==> config.mk <==
export PLATFORM = sky130hd
export DESIGN_NAME = register_allocator_fifo_spill
export DESIGN_NICKNAME = d
export VERILOG_FILES = /design/src/sv/rafs_pkg.sv /design/src/sv/rafs_age_list.sv /design/src/sv/register_allocator_fifo_spill.sv
export SDC_FILE = /design/constraint.sdc
export NUM_CORES = 1
export LEC_CHECK = 0
export BUFFER_PORTS_ARGS = -buffer_cell sky130_fd_sc_hd__buf_2
export CORE_UTILIZATION = 50
export CTS_BUF_LIST = sky130_fd_sc_hd__clkbuf_8 sky130_fd_sc_hd__clkbuf_16
export CTS_CLUSTER_DIAMETER = 100
export CTS_CLUSTER_SIZE = 12
export DETAILED_ROUTE_END_ITERATION = 8
export GPL_TIMING_DRIVEN = 1
export HOLD_SLACK_MARGIN = 0.08
export PLACE_DENSITY = 0.67
export RECOVER_POWER = 50
export REMOVE_ABC_BUFFERS = 1
export SLEW_MARGIN = 20
export SYNTH_ARGS = -nofsm -noshare
export SYNTH_HDL_FRONTEND = slang
export SYNTH_SLANG_ARGS = --single-unit
==> constraint.sdc <==
create_clock -name clock -period 8.7 [get_ports clock]
set_input_delay 1.74 -clock clock [delete_from_list [all_inputs] [get_ports clock]]
set_output_delay 1.74 -clock clock [all_outputs]
set_load 0.01 [all_outputs]
==> src/sv/rafs_pkg.sv <==
// Package for the register allocator with FIFO eviction.
// Holds op and status codes, list control codes and the channel item types.
// No dependencies.
package rafs_pkg;

   // Defaults for the top level parameters
   localparam int NUM_REGS_DEF   = 16;
   localparam int OWNER_BITS_DEF = 8;

   // Operation codes
   localparam logic [2:0] OP_ALLOC      = 3'd0;
   localparam logic [2:0] OP_ALLOC_ANON = 3'd1;
   localparam logic [2:0] OP_CLAIM      = 3'd2;
   localparam logic [2:0] OP_FREE_OWNER = 3'd3;
   localparam logic [2:0] OP_FREE_REG   = 3'd4;

   // Result status codes
   localparam logic [1:0] ST_FREE  = 2'd0;
   localparam logic [1:0] ST_HELD  = 2'd1;
   localparam logic [1:0] ST_EVICT = 2'd2;
   localparam logic [1:0] ST_NONE  = 2'd3;

   // Age list removal selects
   localparam logic [1:0] RM_NONE  = 2'd0;
   localparam logic [1:0] RM_OWNER = 2'd1;
   localparam logic [1:0] RM_REG   = 2'd2;
   localparam logic [1:0] RM_HEAD  = 2'd3;

   typedef struct packed {
      logic [2:0] op;
      logic [7:0] owner_id;
      logic       has_preference;
      logic [3:0] reg_number;
   } req_type;

   typedef struct packed {
      logic [1:0]  status;
      logic [3:0]  granted_reg;
      logic [7:0]  evicted_owner;
      logic [15:0] busy_mask;
      logic [15:0] used_mask;
   } rsp_type;

   // Update request from the decision logic to the age list
   typedef struct packed {
      logic [1:0] rm_sel;
      logic       append;
   } list_ctl_type;

   // Lookup flags from the age list
   typedef struct packed {
      logic own_hit;
      logic reg_hit;
      logic not_empty;
   } list_hit_type;

endpackage

==> src/sv/rafs_age_list.sv <==
// Age-ordered list of owner/register pairs, oldest at entry 0.
// Associative lookup by owner and by register, removal with shift, append.
// Depends on rafs_pkg.
module rafs_age_list
   import rafs_pkg::*;
#(
   parameter int NUM_REGS   = NUM_REGS_DEF,
   parameter int OWNER_BITS = OWNER_BITS_DEF,
   localparam int RW        = (NUM_REGS > 1) ? $clog2(NUM_REGS) : 1,
   localparam int CNTW      = $clog2(NUM_REGS + 1)
) (
   input  logic                  clock,
   input  logic                  reset,
   input  logic                  update,
   input  logic [OWNER_BITS-1:0] owner_key,
   input  logic [RW-1:0]         reg_key,
   input  list_ctl_type          ctl,
   input  logic [RW-1:0]         app_reg,
   output list_hit_type          hit,
   output logic [RW-1:0]         own_reg,
   output logic [OWNER_BITS-1:0] reg_owner,
   output logic [RW-1:0]         head_reg,
   output logic [OWNER_BITS-1:0] head_owner
);

   logic [OWNER_BITS-1:0] owner_ff [NUM_REGS];
   logic [RW-1:0]         reg_ff   [NUM_REGS];
   logic [CNTW-1:0]       count_ff;
   logic [CNTW-1:0]       count_in;

   logic [NUM_REGS-1:0] own_match, reg_match, own_oh, reg_oh, rm_oh, shift_ge;
   logic [CNTW-1:0]     cnt_rm;
   logic                app_ok;

   // Compare every live entry against both keys
   always_comb begin
      for (int i = 0; i < NUM_REGS; i++) begin
         own_match[i] = (CNTW'(i) < count_ff) && (owner_ff[i] == owner_key);
         reg_match[i] = (CNTW'(i) < count_ff) && (reg_ff[i] == reg_key);
      end
   end

   // Keep the oldest match only
   assign own_oh = own_match & (~own_match + NUM_REGS'(1));
   assign reg_oh = reg_match & (~reg_match + NUM_REGS'(1));

   // Read out matched fields
   always_comb begin
      own_reg   = '0;
      reg_owner = '0;
      for (int i = 0; i < NUM_REGS; i++) begin
         if (own_oh[i]) begin
            own_reg = own_reg | reg_ff[i];
         end
         if (reg_oh[i]) begin
            reg_owner = reg_owner | owner_ff[i];
         end
      end
   end

   assign hit.own_hit   = |own_oh;
   assign hit.reg_hit   = |reg_oh;
   assign hit.not_empty = (count_ff != '0);
   assign head_reg      = reg_ff[0];
   assign head_owner    = owner_ff[0];

   // Select the entry to drop
   always_comb begin
      case (ctl.rm_sel)
         RM_OWNER: rm_oh = own_oh;
         RM_REG:   rm_oh = reg_oh;
         RM_HEAD:  rm_oh = hit.not_empty ? NUM_REGS'(1) : '0;
         default:  rm_oh = '0;
      endcase
   end

   // Entries at and above the dropped one move down by one
   assign shift_ge = (rm_oh != '0) ? ~(rm_oh - NUM_REGS'(1)) : '0;
   assign cnt_rm   = count_ff - CNTW'(rm_oh != '0);
   assign app_ok   = ctl.append && (cnt_rm < CNTW'(NUM_REGS));
   assign count_in = cnt_rm + CNTW'(app_ok);

   always_ff @(posedge clock) begin
      if (reset) begin
         count_ff <= '0;
      end else if (update) begin
         count_ff <= count_in;
      end
   end

   // Entry storage: shift down, then write the new tail
   for (genvar g = 0; g < NUM_REGS; g++) begin : g_entry
      logic [OWNER_BITS-1:0] owner_in;
      logic [RW-1:0]         reg_in;

      always_comb begin
         owner_in = owner_ff[g];
         reg_in   = reg_ff[g];
         if (shift_ge[g]) begin
            owner_in = owner_ff[(g + 1 < NUM_REGS) ? g + 1 : g];
            reg_in   = reg_ff[(g + 1 < NUM_REGS) ? g + 1 : g];
         end
         if (app_ok && (cnt_rm == CNTW'(g))) begin
            owner_in = owner_key;
            reg_in   = app_reg;
         end
      end

      always_ff @(posedge clock) begin
         if (update) begin
            owner_ff[g] <= owner_in;
            reg_ff[g]   <= reg_in;
         end
      end
   end

endmodule

==> src/sv/register_allocator_fifo_spill.sv <==
// Top level of the register allocator with busy/used bitmaps and FIFO eviction.
// Decision logic and result register; the owner list lives in rafs_age_list.
// Depends on rafs_pkg and rafs_age_list.
//
//   channel | ports                          | payload
//   --------+--------------------------------+-----------------
//   request | req_valid, req_ready, req_data | req_type (op, owner, reg)
//   result  | rsp_valid, rsp_ready, rsp_data | rsp_type (status, masks)
//
// One item per cycle unless a held result stalls input: lookup, choice and
// list update end at the accept; the result shows in the cycle after it.
// The next item sees the state left by the previous one, set at the accept.
// A held result blocks input only while rsp_ready is low.
// Reset clears the bitmaps and empties the owner list at once.
module register_allocator_fifo_spill
   import rafs_pkg::*;
#(
   parameter int NUM_REGS   = NUM_REGS_DEF,
   parameter int OWNER_BITS = OWNER_BITS_DEF
) (
   input  logic    clock,
   input  logic    reset,
   input  logic    req_valid,
   output logic    req_ready,
   input  req_type req_data,
   output logic    rsp_valid,
   input  logic    rsp_ready,
   output rsp_type rsp_data
);

   localparam int RW = (NUM_REGS > 1) ? $clog2(NUM_REGS) : 1;

   logic [NUM_REGS-1:0] busy_ff, busy_in, used_ff, used_in;
   logic                rsp_valid_ff;
   rsp_type             rsp_ff;
   logic                accept;

   logic [OWNER_BITS-1:0] owner_key, reg_owner, head_owner, evicted;
   logic [RW-1:0]         reg_key, own_reg, head_reg, granted, chosen;
   list_hit_type          hit;
   list_ctl_type          ctl;
   logic [1:0]            status;

   logic                reg_ok, pref_free, any_free;
   logic [NUM_REGS-1:0] free_vec, free_oh;
   logic [RW-1:0]       low_free;

   assign accept    = req_valid && req_ready;
   assign req_ready = !rsp_valid_ff || rsp_ready;

   assign owner_key = OWNER_BITS'(req_data.owner_id);
   assign reg_key   = RW'(req_data.reg_number);
   assign reg_ok    = {2'b00, req_data.reg_number} < 6'(NUM_REGS);

   // Lowest free register
   assign free_vec = ~busy_ff;
   assign free_oh  = free_vec & (~free_vec + NUM_REGS'(1));
   assign any_free = |free_vec;
   always_comb begin
      low_free = '0;
      for (int i = 0; i < NUM_REGS; i++) begin
         if (free_oh[i]) begin
            low_free = low_free | RW'(i);
         end
      end
   end

   assign pref_free = req_data.has_preference && reg_ok && !busy_ff[reg_key];
   assign chosen    = pref_free ? reg_key : low_free;

   rafs_age_list #(
      .NUM_REGS   (NUM_REGS),
      .OWNER_BITS (OWNER_BITS)
   ) u_list (
      .clock      (clock),
      .reset      (reset),
      .update     (accept),
      .owner_key  (owner_key),
      .reg_key    (reg_key),
      .ctl        (ctl),
      .app_reg    (granted),
      .hit        (hit),
      .own_reg    (own_reg),
      .reg_owner  (reg_owner),
      .head_reg   (head_reg),
      .head_owner (head_owner)
   );

   // Decide the outcome of one item
   always_comb begin
      status     = ST_NONE;
      granted    = '0;
      evicted    = '0;
      busy_in    = busy_ff;
      used_in    = used_ff;
      ctl.rm_sel = RM_NONE;
      ctl.append = 1'b0;
      case (req_data.op)
         OP_ALLOC, OP_ALLOC_ANON: begin
            if ((req_data.op == OP_ALLOC) && hit.own_hit) begin
               status  = ST_HELD;
               granted = own_reg;
            end else begin
               if (any_free) begin
                  status           = ST_FREE;
                  granted          = chosen;
                  busy_in[chosen]  = 1'b1;
                  used_in[chosen]  = 1'b1;
               end else if (hit.not_empty) begin
                  status     = ST_EVICT;
                  granted    = head_reg;
                  evicted    = head_owner;
                  ctl.rm_sel = RM_HEAD;
               end
               ctl.append = (status != ST_NONE) && (req_data.op == OP_ALLOC);
            end
         end
         OP_CLAIM: begin
            if (reg_ok) begin
               status = ST_FREE;
               if (busy_ff[reg_key] && hit.reg_hit) begin
                  status     = ST_EVICT;
                  evicted    = reg_owner;
                  ctl.rm_sel = RM_REG;
               end
               busy_in[reg_key] = 1'b1;
               used_in[reg_key] = 1'b1;
               granted          = reg_key;
            end
         end
         OP_FREE_OWNER: begin
            if (hit.own_hit) begin
               status           = ST_HELD;
               granted          = own_reg;
               busy_in[own_reg] = 1'b0;
               ctl.rm_sel       = RM_OWNER;
            end
         end
         OP_FREE_REG: begin
            if (reg_ok) begin
               busy_in[reg_key] = 1'b0;
               if (hit.reg_hit) begin
                  status     = ST_EVICT;
                  evicted    = reg_owner;
                  granted    = reg_key;
                  ctl.rm_sel = RM_REG;
               end else if (busy_ff[reg_key]) begin
                  status  = ST_HELD;
                  granted = reg_key;
               end
            end
         end
         default: begin
            status = ST_NONE;
         end
      endcase
   end

   // Advance bitmaps and hold the result until taken
   always_ff @(posedge clock) begin
      if (reset) begin
         busy_ff      <= '0;
         used_ff      <= '0;
         rsp_valid_ff <= 1'b0;
      end else begin
         if (accept) begin
            busy_ff      <= busy_in;
            used_ff      <= used_in;
            rsp_valid_ff <= 1'b1;
         end else if (rsp_ready) begin
            rsp_valid_ff <= 1'b0;
         end
      end
   end

   always_ff @(posedge clock) begin
      if (accept) begin
         rsp_ff.status        <= status;
         rsp_ff.granted_reg   <= 4'(granted);
         rsp_ff.evicted_owner <= 8'(evicted);
         rsp_ff.busy_mask     <= 16'(busy_in);
         rsp_ff.used_mask     <= 16'(used_in);
      end
   end

   assign rsp_valid = rsp_valid_ff;
   assign rsp_data  = rsp_ff;

endmodule
==> reports/metrics.cfg <==
[die]
initial_core_util = 0.507
fp.dieW_um = 192
pin_count = 68
fp.coreArea_um2 = 35600
die_h_um = 192
die_area_um2 = 36800
rows = 69

[critical_path]
reg2reg_to = u_list.owner_ff[5][7]
timing.reg2reg.setup_slack_ps = 1330
startpoint_type = input port
cp.required_ps = 8960
cp-end-kind = flop
reg2regPathDepth = 24
crit_fanout = 14
timing.rr.start = u_list.count_ff[3]
critical_path_class = input port to flop
arrival_ps = 8280

[global_routing]
grt_max_degree = 46
grt_pass1_vias = 14900
overflow = 0
grt_use_total = 0.337
antenna_found_initial = 0
grt_first_pass_wirelength_mm = 92.4

[synthesis]
synth_edf_count = 238
ys_seq_area_frac = 0.438
ys_warn_count = 0
yosys.area.top_type = edfxtp_1
async_flop_share = 0
synth_common_cells = 238 x edfxtp_1, 180 x nand2_1, 139 x mux2_2
synth_area_per_cell_um2 = 10.3
synth_seq_cells = 276
synthFlopType = edfxtp_1
syn_area_um2 = 18000
post_synth_num_cell_types = 90
yosysTopAreaCellShare = 0.396
yosys.cell_count.top_type = edfxtp_1
yosys-top-cells-area = edfxtp_1 40%, mux2_2 8.7%, xnor2_1 5.3%, xor2_1 4.6%, dfxtp_1 4.2%
postSynthCellCount = 1748

[route]
drc_errors = 0
vias_per_cell = 6.74
drtIter0Drc = 1987
dr.pass1.iters = 8
routed_wl_mm = 61.9
vias = 15400
wl_per_cell_um = 27.1
detail-route-antenna-nets = 0

[min_path]
holdPathEnd = used_ff[4]
min_from = used_ff[4]
hp-class = flop to flop
min_path_cells = 2

[placement]
dp_hpwl_mm = 45.6
place_congestion = 1.02
place_area_um2 = 18900
io_buffers = 67

[clock_network]
clockBufferDepth = 3
path_clk_slew_ps = 60
cts_buffers = 26
cts_root_buffer = clkbuf_16
postCtsSetupBuffers = 0
cts_resized = 0
htreeDepth = 1
cts_tree = built
cts_hold_buf = 0
clock_latency_ps = 570
clock_sinks = 276

[sta]
finClkSkew_ps = 21.1
fmax_mhz = 125
finalHoldViolCount = 0
setup_viol = 0
tightest_slew_ps = 2850
period_share = 0.923
final_max_slew_viol_count = 159
slew_headroom = -0.898
hold_slack_ps = 460
finalCriticalPeriod_ps = 8030
tns_ps = 0
rsz0062_at_grt = no

[final_layout]
fin_area_um2 = 19500
nets = 1827
drive_gt1_frac = 0.169
n_antenna_cell = 0
area_delta_synth_final_pct = 8.25
utilization = 0.549

[status]
violations = max-capacitance violations, max-slew violations
status = finished, violations left

[power_and_ir_drop]
leakage_uw = 0.00681
total_power_uw = 2760
ir_worst_vdd_mv = 0.169
power_density_nw_per_um2 = 141

[job]
drv_cap = 4

-- cell usage in the layout, fill, tap and decap left out, types with 11 or more instances in the layout --
master,instances
edfxtp_1,238
nand2_1,180
mux2_2,138
nor2_1,116
xnor2_1,110
xor2_1,95
a21oi_1,67
buf_4,65
clkbuf_1,63
nand3_1,53
inv_1,48
o21ai_0,45
nor3_1,38
dfxtp_1,38
nand4_1,36
nor4_1,35
clkbuf_16,27
o22ai_1,26
a31oi_1,23
a22oi_1,22
nand2b_1,19
mux2_1,19
or2_2,18
a222oi_1,17
buf_2,16
and3_1,14
or3_1,13
a211o_1,12
a221o_1,11
o211ai_1,11
-- per-stage QoR --
step,std cells,setup WS (ps)
2_1_floorplan,1627,482
3_3_place_gp,2234,490
3_5_place_dp,2234,383
4_1_cts,2282,938
5_1_grt,2282,234
6_report,2282,674
-- registers in the layout (all words and copies together) (netlist names) --
register         count
rsp_valid            1
used_ff             16
rsp_data            46
u_list.reg_ff       64
u_list.count_ff      5
busy_ff             16
u_list.owner_ff    128
-- cell type report --
class	count	area, um^2
clock inverters	21	78.8
flip-flops and latches	276	7910
well taps	461	577
multi-input cells	1322	9360
repair buffers	146	815
clock buffers	27	676
inverters	29	109
fillers	3174	16000
-- worst max-delay path by stage --
stage	slack (ps)	from	cells after the start	to
2_1_floorplan	480	req_data[11]	23	u_list.owner_ff[14][0]
3_3_place_gp	490	req_data[1]	24	u_list.owner_ff[13][5]
3_5_place_dp	380	req_data[0]	26	u_list.owner_ff[14][5]
4_1_cts	940	req_data[0]	24	u_list.owner_ff[5][4]
5_1_grt	230	req_data[11]	25	u_list.owner_ff[5][4]
6_report	670	req_data[11]	21	u_list.owner_ff[5][7]
-- per-layer routing --
layer	GRT usage	vias to the layer above	part of all wire
li1	-	6682	-
met1	0.425	7404	0.39
met2	0.543	1017	0.46
met3	0.0535	267	0.089
met4	0.203	0	0.068
met5	0	-	0
-- worst max-delay path, stage by stage --
cell	delay [ps]
clkbuf_1	740
buf_4	320
xnor2_1	140
nand4_1	190
or3_1	540
nand2_1	310
or2_0	200
clkbuf_1	590
o41ai_1	190
a311o_1	300
or2_1	240
ha_1	200
ha_1	310
nor3b_1	220
xnor2_1	150
nand3_1	140
nor3_4	430
and3_1	320
nand2_1	380
a31oi_1	340
buf_4	290
-- where the power goes --
part / internal (uW) / leakage [uW] / switching [uW]
registers: 1440 / 0.00250 / 12.4
clock network: 554 / 0.000445 / 511
logic: 75.0 / 0.00387 / 165
-- cell families (layout without fill, tap and decap cells) --
kind of cell,count (synthesis),count (layout),synth area share
mux,177,177,0.116
compound gates,341,341,0.134
fa+ha+maj,6,6,0.00416
simple gates,593,593,0.166
xor+xnor,205,205,0.0996
flops,276,276,0.438
buf+inv,150,223,0.0416
Note: power is estimated with default switching activity, not from simulation.
